`config.mk`:
```
export PLATFORM = sky130hd
export DESIGN_NAME = virtio_legacy_io_registers_top_flat
export DESIGN_NICKNAME = d
export VERILOG_FILES = /design/src/hw/rtl/vlio_pkg.sv /design/src/hw/rtl/vlio_if.sv /design/src/hw/rtl/virtio_legacy_io_registers_top.sv /design/src/flat_wrapper.sv
export SDC_FILE = /design/constraint.sdc
export NUM_CORES = 1
export LEC_CHECK = 0
export ABC_AREA = 1
export BUFFER_PORTS_ARGS = -buffer_cell sky130_fd_sc_hd__clkbuf_2
export CAP_MARGIN = 40
export CORE_AREA = 2 2 132 198
export DETAILED_ROUTE_END_ITERATION = 8
export DIE_AREA = 0 0 134 200
export PLACE_DENSITY = 0.71
export SLEW_MARGIN = 20
export SYNTH_ARGS = -nofsm -noshare
export SYNTH_HDL_FRONTEND = slang
export SYNTH_SLANG_ARGS = --single-unit
```
`constraint.sdc`:
```
create_clock -name clk -period 3.3 [get_ports clk]
set_input_delay 0.33 -clock clk [delete_from_list [all_inputs] [get_ports clk]]
set_output_delay 0.33 -clock clk [all_outputs]
set_load 0.03 [all_outputs]
```
`src/hw/rtl/vlio_pkg.sv`:
```
package vlio_pkg;

  // Request commands.
  localparam logic [1:0] CMD_IO_READ   = 2'd0;
  localparam logic [1:0] CMD_IO_WRITE  = 2'd1;
  localparam logic [1:0] CMD_Q0_EVENT  = 2'd2;
  localparam logic [1:0] CMD_Q1_EVENT  = 2'd3;

  // Register offsets in the I/O window after the MSI-X remap.
  localparam logic [4:0] OFF_FEATURES   = 5'h00;
  localparam logic [4:0] OFF_QUEUE_PAGE = 5'h08;
  localparam logic [4:0] OFF_QUEUE_SIZE = 5'h0C;
  localparam logic [4:0] OFF_QUEUE_SEL  = 5'h0E;
  localparam logic [4:0] OFF_NOTIFY     = 5'h10;
  localparam logic [4:0] OFF_STATUS     = 5'h12;
  localparam logic [4:0] OFF_ISR        = 5'h13;
  localparam logic [4:0] OFF_MAC_FIRST  = 5'h14;
  localparam logic [4:0] OFF_MAC_LAST   = 5'h19;
  localparam logic [4:0] OFF_MSIX_FIRST = 5'h14;
  localparam logic [4:0] OFF_MSIX_END   = 5'h18;
  localparam logic [4:0] MSIX_SHIFT     = 5'h04;

  // Offsets inside the MSI-X vector window.
  localparam logic [4:0] OFF_CONFIG_VEC = 5'h14;
  localparam logic [4:0] OFF_QUEUE_VEC  = 5'h16;

  // Device constants.
  localparam logic [31:0] FEATURE_MAC   = 32'h0000_0020;
  localparam int unsigned QUEUE_ENTRIES = 256;
  localparam int unsigned VECTOR_COUNT  = 3;
  localparam logic [15:0] VECTOR_NONE   = 16'hFFFF;

  // Configuration register indexes.
  localparam logic [1:0] CFG_STATION_MAC   = 2'd0;
  localparam logic [1:0] CFG_MSIX_ON       = 2'd1;
  localparam logic [1:0] CFG_INTX_DISABLED = 2'd2;

  // Byte lane mask for an access of 1 to 4 bytes.
  function automatic logic [31:0] byte_mask(input logic [2:0] n);
    logic [31:0] m;
    case (n)
      3'd1:    m = 32'h0000_00FF;
      3'd2:    m = 32'h0000_FFFF;
      3'd3:    m = 32'h00FF_FFFF;
      default: m = 32'hFFFF_FFFF;
    endcase
    return m;
  endfunction

endpackage

```
`src/hw/rtl/vlio_if.sv`:
```
// Request channel: one bus access or queue completion event.
interface vlio_req_if;
  logic        valid;
  logic        ready;
  logic [1:0]  command;
  logic [4:0]  port_offset;
  logic [2:0]  access_bytes;
  logic [31:0] write_data;

  modport source (output valid, command, port_offset, access_bytes, write_data,
                  input ready);
  modport sink (input valid, command, port_offset, access_bytes, write_data,
                output ready);
endinterface

// Result channel: read data, interrupt line pulses and ready status.
interface vlio_rsp_if;
  logic        valid;
  logic        ready;
  logic [31:0] read_data;
  logic        line_enable;
  logic        line_disable;
  logic        line_clear;
  logic        line_assert;
  logic        tx_kick;
  logic        device_ready;

  modport source (output valid, read_data, line_enable, line_disable, line_clear,
                  line_assert, tx_kick, device_ready,
                  input ready);
  modport sink (input valid, read_data, line_enable, line_disable, line_clear,
                line_assert, tx_kick, device_ready,
                output ready);
endinterface

```
`src/hw/rtl/virtio_legacy_io_registers_top.sv`:
```
// Legacy virtio-net I/O register block. Each request on req is a bus read, a bus
// write or a queue completion event, and produces exactly one result on rsp. A
// request is decoded and applied to the register state in the cycle it is
// accepted, and its result is held in an output register, so one request is
// taken every cycle while rsp keeps up; the block stalls req only when a result
// is still waiting and rsp is not ready. With MSI-X enabled, offsets 0x14-0x17
// select the vector registers and higher offsets move down by four. Reading the
// interrupt status register clears one pending flag per read, queue 0 first.
// The configuration registers (MAC address, MSI-X enable, INTx disable) sit at
// byte addresses 0x00, 0x08 and 0x10 of the APB port and take effect at once.
module virtio_legacy_io_registers_top
  import vlio_pkg::*;
(
  input  logic        clk,
  input  logic        rst,
  vlio_req_if.sink    req,
  vlio_rsp_if.source  rsp,
  input  logic        psel,
  input  logic        penable,
  input  logic        pwrite,
  input  logic [4:0]  paddr,
  input  logic [63:0] pwdata,
  output logic [63:0] prdata,
  output logic        pready
);

  // Configuration registers.
  logic [47:0] station_mac;
  logic        msix_on;
  logic        intx_disabled;

  // Device registers.
  logic [31:0] queue_page [2];
  logic [15:0] queue_select;
  logic [7:0]  device_status;
  logic        ready_flag;
  logic        pending_rx;
  logic        pending_tx;
  logic [15:0] config_vector;
  logic [15:0] queue_vector [2];

  // Next values.
  logic [31:0] queue_page_next [2];
  logic [15:0] queue_select_next;
  logic [7:0]  device_status_next;
  logic        ready_flag_next;
  logic        pending_rx_next;
  logic        pending_tx_next;
  logic [15:0] config_vector_next;
  logic [15:0] queue_vector_next [2];

  // Output register.
  logic        out_valid;
  logic [31:0] read_data;
  logic        line_enable;
  logic        line_disable;
  logic        line_clear;
  logic        line_assert;
  logic        tx_kick;
  logic        device_ready;

  // Decode signals.
  logic        in_fire;
  logic        cfg_write;
  logic [1:0]  cfg_index;
  logic [2:0]  size;
  logic [2:0]  vec_size;
  logic [31:0] size_mask;
  logic [31:0] vec_mask;
  logic        vec_window;
  logic [4:0]  eff_port;
  logic        q;
  logic        select_ok;
  logic [7:0]  lo;
  logic [47:0] mac_shifted;
  logic [31:0] rd;
  logic        en;
  logic        dis;
  logic        clr;
  logic        asrt;
  logic        kick;

  // Handshakes.
  assign in_fire   = req.valid && req.ready;
  assign req.ready = !out_valid || rsp.ready;
  assign cfg_write = psel && penable && pwrite;
  assign cfg_index = paddr[4:3];
  assign pready    = 1'b1;

  // Configuration read back.
  always_comb begin
    unique case (cfg_index)
      CFG_STATION_MAC:   prdata = {16'd0, station_mac};
      CFG_MSIX_ON:       prdata = {63'd0, msix_on};
      CFG_INTX_DISABLED: prdata = {63'd0, intx_disabled};
      default:           prdata = 64'd0;
    endcase
  end

  // Access size clamp: zero acts as one byte, above four acts as four.
  always_comb begin
    if (req.access_bytes == 3'd0) begin
      size = 3'd1;
    end else if (req.access_bytes > 3'd4) begin
      size = 3'd4;
    end else begin
      size = req.access_bytes;
    end
    vec_size  = (size == 3'd1) ? 3'd1 : 3'd2;
    size_mask = byte_mask(size);
    vec_mask  = byte_mask(vec_size);
  end

  // MSI-X remap of the port offset.
  always_comb begin
    vec_window = 1'b0;
    eff_port   = req.port_offset;
    if (msix_on && req.port_offset >= OFF_MSIX_FIRST) begin
      if (req.port_offset < OFF_MSIX_END) begin
        vec_window = 1'b1;
      end else begin
        eff_port = req.port_offset - MSIX_SHIFT;
      end
    end
  end

  assign q           = queue_select[0];
  assign select_ok   = (queue_select < 16'd2);
  assign lo          = req.write_data[7:0];
  assign mac_shifted = station_mac >> {eff_port - OFF_MAC_FIRST, 3'b000};

  // Register decode and state update for one request.
  always_comb begin
    queue_page_next    = queue_page;
    queue_select_next  = queue_select;
    device_status_next = device_status;
    ready_flag_next    = ready_flag;
    pending_rx_next    = pending_rx;
    pending_tx_next    = pending_tx;
    config_vector_next = config_vector;
    queue_vector_next  = queue_vector;
    rd   = 32'd0;
    en   = 1'b0;
    dis  = 1'b0;
    clr  = 1'b0;
    asrt = 1'b0;
    kick = 1'b0;

    case (req.command)
      CMD_IO_READ: begin
        if (vec_window) begin
          if (eff_port == OFF_CONFIG_VEC) begin
            rd = {16'd0, config_vector} & vec_mask;
          end else if (eff_port == OFF_QUEUE_VEC) begin
            if (!select_ok || queue_vector[q] >= 16'(VECTOR_COUNT)) begin
              rd = vec_mask;
            end else begin
              rd = {16'd0, queue_vector[q]} & vec_mask;
            end
          end
        end else begin
          unique case (eff_port) inside
            OFF_FEATURES:   rd = FEATURE_MAC;
            OFF_QUEUE_PAGE: rd = queue_page[q];
            OFF_QUEUE_SIZE: begin
              if (size > 3'd1 && select_ok) begin
                rd = {16'd0, 16'(QUEUE_ENTRIES)};
              end
            end
            OFF_QUEUE_SEL:  rd = {16'd0, queue_select};
            OFF_STATUS:     rd = {24'd0, device_status};
            OFF_ISR: begin
              // One pending flag is cleared per read, queue 0 first.
              clr = 1'b1;
              if (pending_rx) begin
                pending_rx_next = 1'b0;
                rd = 32'd1;
              end else if (pending_tx) begin
                pending_tx_next = 1'b0;
                rd = 32'd1;
              end
            end
            [OFF_MAC_FIRST:OFF_MAC_LAST]: rd = mac_shifted[31:0];
            default: rd = 32'd0;
          endcase
        end
        rd = rd & size_mask;
      end

      CMD_IO_WRITE: begin
        if (vec_window) begin
          if (eff_port == OFF_CONFIG_VEC) begin
            config_vector_next = (config_vector & ~vec_mask[15:0])
                               | (req.write_data[15:0] & vec_mask[15:0]);
          end else if (eff_port == OFF_QUEUE_VEC && select_ok) begin
            queue_vector_next[q] = (queue_vector[q] & ~vec_mask[15:0])
                                 | (req.write_data[15:0] & vec_mask[15:0]);
          end
        end else begin
          unique case (eff_port)
            OFF_QUEUE_PAGE: begin
              queue_page_next[q] = (queue_page[q] & ~size_mask)
                                 | (req.write_data & size_mask);
            end
            OFF_NOTIFY: begin
              // A zero write marks the driver ready, anything else kicks transmit.
              if (lo == 8'd0) begin
                en = !intx_disabled || msix_on;
                ready_flag_next = 1'b1;
              end else begin
                kick = 1'b1;
              end
            end
            OFF_STATUS: begin
              if (lo != 8'd0) begin
                device_status_next = device_status | lo;
              end else begin
                device_status_next = 8'd0;
                ready_flag_next = 1'b0;
                dis = 1'b1;
              end
            end
            OFF_QUEUE_SEL: begin
              queue_select_next = (size == 3'd1) ? {8'd0, lo} : req.write_data[15:0];
            end
            default: ;
          endcase
        end
      end

      CMD_Q0_EVENT: begin
        pending_rx_next = 1'b1;
        asrt = 1'b1;
      end

      default: begin
        pending_tx_next = 1'b1;
        asrt = 1'b1;
      end
    endcase
  end

  // Configuration registers.
  always_ff @(posedge clk) begin
    if (rst) begin
      station_mac   <= 48'd0;
      msix_on       <= 1'b0;
      intx_disabled <= 1'b0;
    end else if (cfg_write) begin
      unique case (cfg_index)
        CFG_STATION_MAC:   station_mac   <= pwdata[47:0];
        CFG_MSIX_ON:       msix_on       <= pwdata[0];
        CFG_INTX_DISABLED: intx_disabled <= pwdata[0];
        default: ;
      endcase
    end
  end

  // Device state, updated on each accepted request.
  always_ff @(posedge clk) begin
    if (rst) begin
      queue_page[0]   <= 32'd0;
      queue_page[1]   <= 32'd0;
      queue_select    <= 16'd0;
      device_status   <= 8'd0;
      ready_flag      <= 1'b0;
      pending_rx      <= 1'b0;
      pending_tx      <= 1'b0;
      config_vector   <= VECTOR_NONE;
      queue_vector[0] <= VECTOR_NONE;
      queue_vector[1] <= VECTOR_NONE;
    end else if (in_fire) begin
      queue_page    <= queue_page_next;
      queue_select  <= queue_select_next;
      device_status <= device_status_next;
      ready_flag    <= ready_flag_next;
      pending_rx    <= pending_rx_next;
      pending_tx    <= pending_tx_next;
      config_vector <= config_vector_next;
      queue_vector  <= queue_vector_next;
    end
  end

  // Result register.
  always_ff @(posedge clk) begin
    if (rst) begin
      out_valid <= 1'b0;
    end else if (in_fire) begin
      out_valid <= 1'b1;
    end else if (rsp.ready) begin
      out_valid <= 1'b0;
    end
  end

  always_ff @(posedge clk) begin
    if (in_fire) begin
      read_data    <= rd;
      line_enable  <= en;
      line_disable <= dis;
      line_clear   <= clr;
      line_assert  <= asrt;
      tx_kick      <= kick;
      device_ready <= ready_flag_next;
    end
  end

  assign rsp.valid        = out_valid;
  assign rsp.read_data    = read_data;
  assign rsp.line_enable  = line_enable;
  assign rsp.line_disable = line_disable;
  assign rsp.line_clear   = line_clear;
  assign rsp.line_assert  = line_assert;
  assign rsp.tx_kick      = tx_kick;
  assign rsp.device_ready = device_ready;

endmodule

```
`src/flat_wrapper.sv`:
```
// flat-port wrapper written by rule: the top's interface ports become plain ports
module virtio_legacy_io_registers_top_flat import vlio_pkg::*;
  (clk, rst, psel, penable, pwrite, paddr, pwdata, prdata, pready, req_valid, req_command, req_port_offset, req_access_bytes, req_write_data, req_ready, rsp_valid, rsp_read_data, rsp_line_enable, rsp_line_disable, rsp_line_clear, rsp_line_assert, rsp_tx_kick, rsp_device_ready, rsp_ready);
  vlio_req_if req_i ();
  vlio_rsp_if rsp_i ();
  input  logic clk;
  input  logic rst;
  input  logic psel;
  input  logic penable;
  input  logic pwrite;
  input  logic [4:0] paddr;
  input  logic [63:0] pwdata;
  output logic [63:0] prdata;
  output logic pready;
  input wire logic [$bits(req_i.valid)-1:0] req_valid;
  input wire logic [$bits(req_i.command)-1:0] req_command;
  input wire logic [$bits(req_i.port_offset)-1:0] req_port_offset;
  input wire logic [$bits(req_i.access_bytes)-1:0] req_access_bytes;
  input wire logic [$bits(req_i.write_data)-1:0] req_write_data;
  output wire logic [$bits(req_i.ready)-1:0] req_ready;
  output wire logic [$bits(rsp_i.valid)-1:0] rsp_valid;
  output wire logic [$bits(rsp_i.read_data)-1:0] rsp_read_data;
  output wire logic [$bits(rsp_i.line_enable)-1:0] rsp_line_enable;
  output wire logic [$bits(rsp_i.line_disable)-1:0] rsp_line_disable;
  output wire logic [$bits(rsp_i.line_clear)-1:0] rsp_line_clear;
  output wire logic [$bits(rsp_i.line_assert)-1:0] rsp_line_assert;
  output wire logic [$bits(rsp_i.tx_kick)-1:0] rsp_tx_kick;
  output wire logic [$bits(rsp_i.device_ready)-1:0] rsp_device_ready;
  input wire logic [$bits(rsp_i.ready)-1:0] rsp_ready;
  assign req_i.valid = req_valid;
  assign req_i.command = req_command;
  assign req_i.port_offset = req_port_offset;
  assign req_i.access_bytes = req_access_bytes;
  assign req_i.write_data = req_write_data;
  assign req_ready = req_i.ready;
  assign rsp_valid = rsp_i.valid;
  assign rsp_read_data = rsp_i.read_data;
  assign rsp_line_enable = rsp_i.line_enable;
  assign rsp_line_disable = rsp_i.line_disable;
  assign rsp_line_clear = rsp_i.line_clear;
  assign rsp_line_assert = rsp_i.line_assert;
  assign rsp_tx_kick = rsp_i.tx_kick;
  assign rsp_device_ready = rsp_i.device_ready;
  assign rsp_i.ready = rsp_ready;
  virtio_legacy_io_registers_top u_core (.clk(clk), .rst(rst), .req(req_i), .rsp(rsp_i), .psel(psel), .penable(penable), .pwrite(pwrite), .paddr(paddr), .pwdata(pwdata), .prdata(prdata), .pready(pready));
endmodule
```
==> flow_metrics.tcl <==
set metrics [dict create \
    end_kind "register" \
    die_h_um 200 \
    clock_skew_ns 0.01580 \
    p_per_area_nw_per_um2 429.2 \
    n_antenna_cell 0 \
    setup_viol 0 \
    clock.fmax_mhz 354.0 \
    synth_ff_type "dfxtp_1" \
    synthTopCellsByCount "nand2_1 (378), dfxtp_1 (190), o21ai_0 (188)" \
    grtUsageTotal 0.2706 \
    critical_path_class "reg2reg" \
    coreArea_um2 24960 \
    grt_pass1_wl_um 57450 \
    finalWirelength_um 37010 \
    io_buffers 186 \
    vias_per_cell 5.384 \
    drtPass1Iterations 7 \
    ir_worst_vdd_mv 0.3745 \
    synth-edff-count 38 \
    ys_seq_area_frac 0.4079 \
    hold_viol 0 \
    crit_end "u_core.rsp.read_data[24]$_SDFFCE_PN0P_" \
    hold_buffers 0 \
    async_flop_share 0 \
    synthTopCellsByArea "dfxtp_1 (31%), nand2_1 (12%), edfxtp_1 (9.4%)" \
    drtAntennaViolNets 0 \
    fin_crit_ns 2.825 \
    period_share 0.8561 \
    worst_slack_ns 0.4750 \
    postCtsSetupBuffers 0 \
    grt_pass1_vias 11002 \
    reg2reg_from "u_core.msix_on$_SDFFE_PP0P_" \
    rrSetupSlack_ns 0.47 \
    cts_sinks 228 \
    wl_per_cell_um 16.77 \
    gp_congestion 0.9300 \
    ctsResizeCount 0 \
    netlist.area_leader.share 0.3138 \
    postSynthCellCount 1732 \
    leakagePower_nw 6.041 \
    start_util 0.4856 \
    cts_root_buf "clkbuf_16" \
    final_cell_area_um2 13790 \
    grt-ovfl-total 0 \
    syn_to_final_growth_pct 13.73 \
    vias 11882 \
    cp_data_arrival_time_ns 3.16 \
    nNetsFinal 1992 \
    ys_types 52 \
    drtIter0Drc 859 \
    die_w_um 134 \
    grt_setup_unrepaired "false" \
    final_layout_size_suffix_gt1_frac 0.1623 \
    synth_area_um2 12120 \
    required_ns 3.63 \
    tns_ns 0 \
    path_max_fanout 21 \
    status "finished clean" \
    antenna_found_initial 0 \
    ios 223 \
    synth_top_cell_by_area "dfxtp_1" \
    path_clk_slew_ns 0.06 \
    hold_class "in2reg" \
    cts_tree "built" \
    post-route-util 0.5523 \
    crit_start "u_core.msix_on$_SDFFE_PP0P_" \
    slew_viol_final 0 \
    r2r_end "u_core.rsp.read_data[24]$_SDFFCE_PN0P_" \
    drc_errors 0 \
    reg2reg_depth 9 \
    critPathLaunchType "register" \
    synth_seq_cells 228 \
    synth_warnings 0 \
    whs_ns 0.1028 \
    clock_latency_ns 0.51 \
    detailed_place_hpwl_um 27750 \
    die-area_um2 26800 \
    fp-row-count 71 \
    dpl_worst_slack_ns 0.2862 \
    max-cap-violations 0 \
    grt_max_degree 89 \
    synth.avg_cell_area_um2 6.999 \
    tightest_slew_ns 0.7244 \
    synth.most_common_cell "nand2_1" \
    slew_headroom 0.5171 \
    ctsHtreeMaxLevel 1 \
    cts_buffers 23 \
    clock_path_buffers 3 \
    place_area_um2 13130 \
]
area by class of cell:
cell class | count | area (um2)
Multi-Input combinational cell | 1215 | 5891
Sequential cell | 228 | 4946
Clock inverter | 3 | 15.01
Inverter | 178 | 674.4
Fill cell | 2487 | 11180
Timing Repair Buffer | 218 | 1209
Tap cell | 328 | 410.4
Clock buffer | 37 | 641.9
critical path: stages (launching register included):
cell      delay [ns]
dfxtp_1         0.40
a31oi_1         0.10
nor2_1          0.23
buf_4           0.32
ha_1            0.24
nand3_2         0.24
nand4_1         0.19
nand3b_1        0.20
nand4_1         0.43
a21oi_1         0.29
metrics by stage:
stage | total power, mW | std cells
floorplan | 3.413 | 1747
global placement | 3.621 | 2167
detailed placement | 3.624 | 2167
CTS | 5.949 | 2207
global route | 6.135 | 2207
finish | 5.918 | 2207
layer usage:
metal | global-route usage | wire (um) | part of all wire
met5 | 0 | 0 | 0
met4 | 0.1355 | 1909 | 0.052
met3 | 0.02652 | 1492 | 0.040
met2 | 0.4988 | 19050 | 0.51
met1 | 0.3110 | 14560 | 0.39
power breakdown:
| part | switching [mW] | internal [mW] | total, mW |
|---|---|---|---|
| Combinational | 0.488 | 0.190 | 0.678 |
| Clock | 1.03 | 1.32 | 2.35 |
| Sequential | 0.0226 | 2.87 | 2.89 |
| Total | 1.54 | 4.38 | 5.92 |
sequential cells by signal (all words and copies together), names as in the netlist, 8 cells and up, named ones only:
name	count
u_core.queue_page	64
u_core.device_status	8
u_core.config_vector	8
u_core.queue_select	16
u_core.station_mac	48
u_core.rsp.read_data	32
u_core.queue_vector	32
kinds of logic after synthesis:
family	Yosys count	synth area share
AOI/OAI and AO/OA	463	0.2040
other	2	0.0006195
and+or+nand+nor	723	0.2646
muxes	2	0.001651
buffers and inverters	304	0.1108
adders and majority gates	10	0.01032
DFF	228	0.4079
worst min-delay path by stage:
| stage | start | endpoint | slack, ns | cells past startpoint |
|---|---|---|---|---|
| after global routing | req_write_data[2] | u_core.device_status[2]$_SDFFE_PP0P_ | 0.11 | 3 |
| after detailed placement | u_core.queue_page[63]$_SDFFE_PP0P_ | u_core.queue_page[63]$_SDFFE_PP0P_ | 0.44 | 2 |
| after global placement | u_core.queue_page[62]$_SDFFE_PP0P_ | u_core.queue_page[62]$_SDFFE_PP0P_ | 0.43 | 2 |
| after floorplan | u_core.queue_page[32]$_SDFFE_PP0P_ | u_core.queue_page[32]$_SDFFE_PP0P_ | 0.42 | 2 |
| after CTS | req_write_data[1] | u_core.device_status[1]$_SDFFE_PP0P_ | 0.09 | 3 |
| final | pwdata[10] | u_core.station_mac[10]$_SDFFE_PP0P_ | 0.10 | 3 |
layout by cell type (no fill, tap or decap), drive strengths merged:
| cell | Yosys | routed |
|---|---|---|
| o21ai | 237 | 237 |
| inv | 173 | 173 |
| o311ai | 1 | 1 |
| or2 | 12 | 12 |
| ha | 10 | 10 |
| or3 | 1 | 1 |
| a31oi | 9 | 9 |
| a22o | 2 | 2 |
| nand3 | 88 | 88 |
| a211oi | 6 | 6 |
| nand4 | 24 | 24 |
| edfxtp | 38 | 38 |
| nand3b | 3 | 3 |
| nor3 | 9 | 9 |
| a21oi | 165 | 165 |
| o32ai | 1 | 1 |
| buf | 70 | 32 |
| a21boi | 1 | 1 |
| mux2i | 2 | 2 |
| nor3b | 1 | 1 |
| dfxtp | 190 | 190 |
| conb | 2 | 17 |
| o22ai | 8 | 8 |
| nand2 | 387 | 387 |
| nor4 | 5 | 5 |
| nor2 | 182 | 182 |
| clkinv | 5 | 8 |
| a221oi | 1 | 1 |
| o211ai | 32 | 32 |
| clkbuf | 56 | 223 |
| and2 | 11 | 11 |
Power figures use the tool's default switching activity.
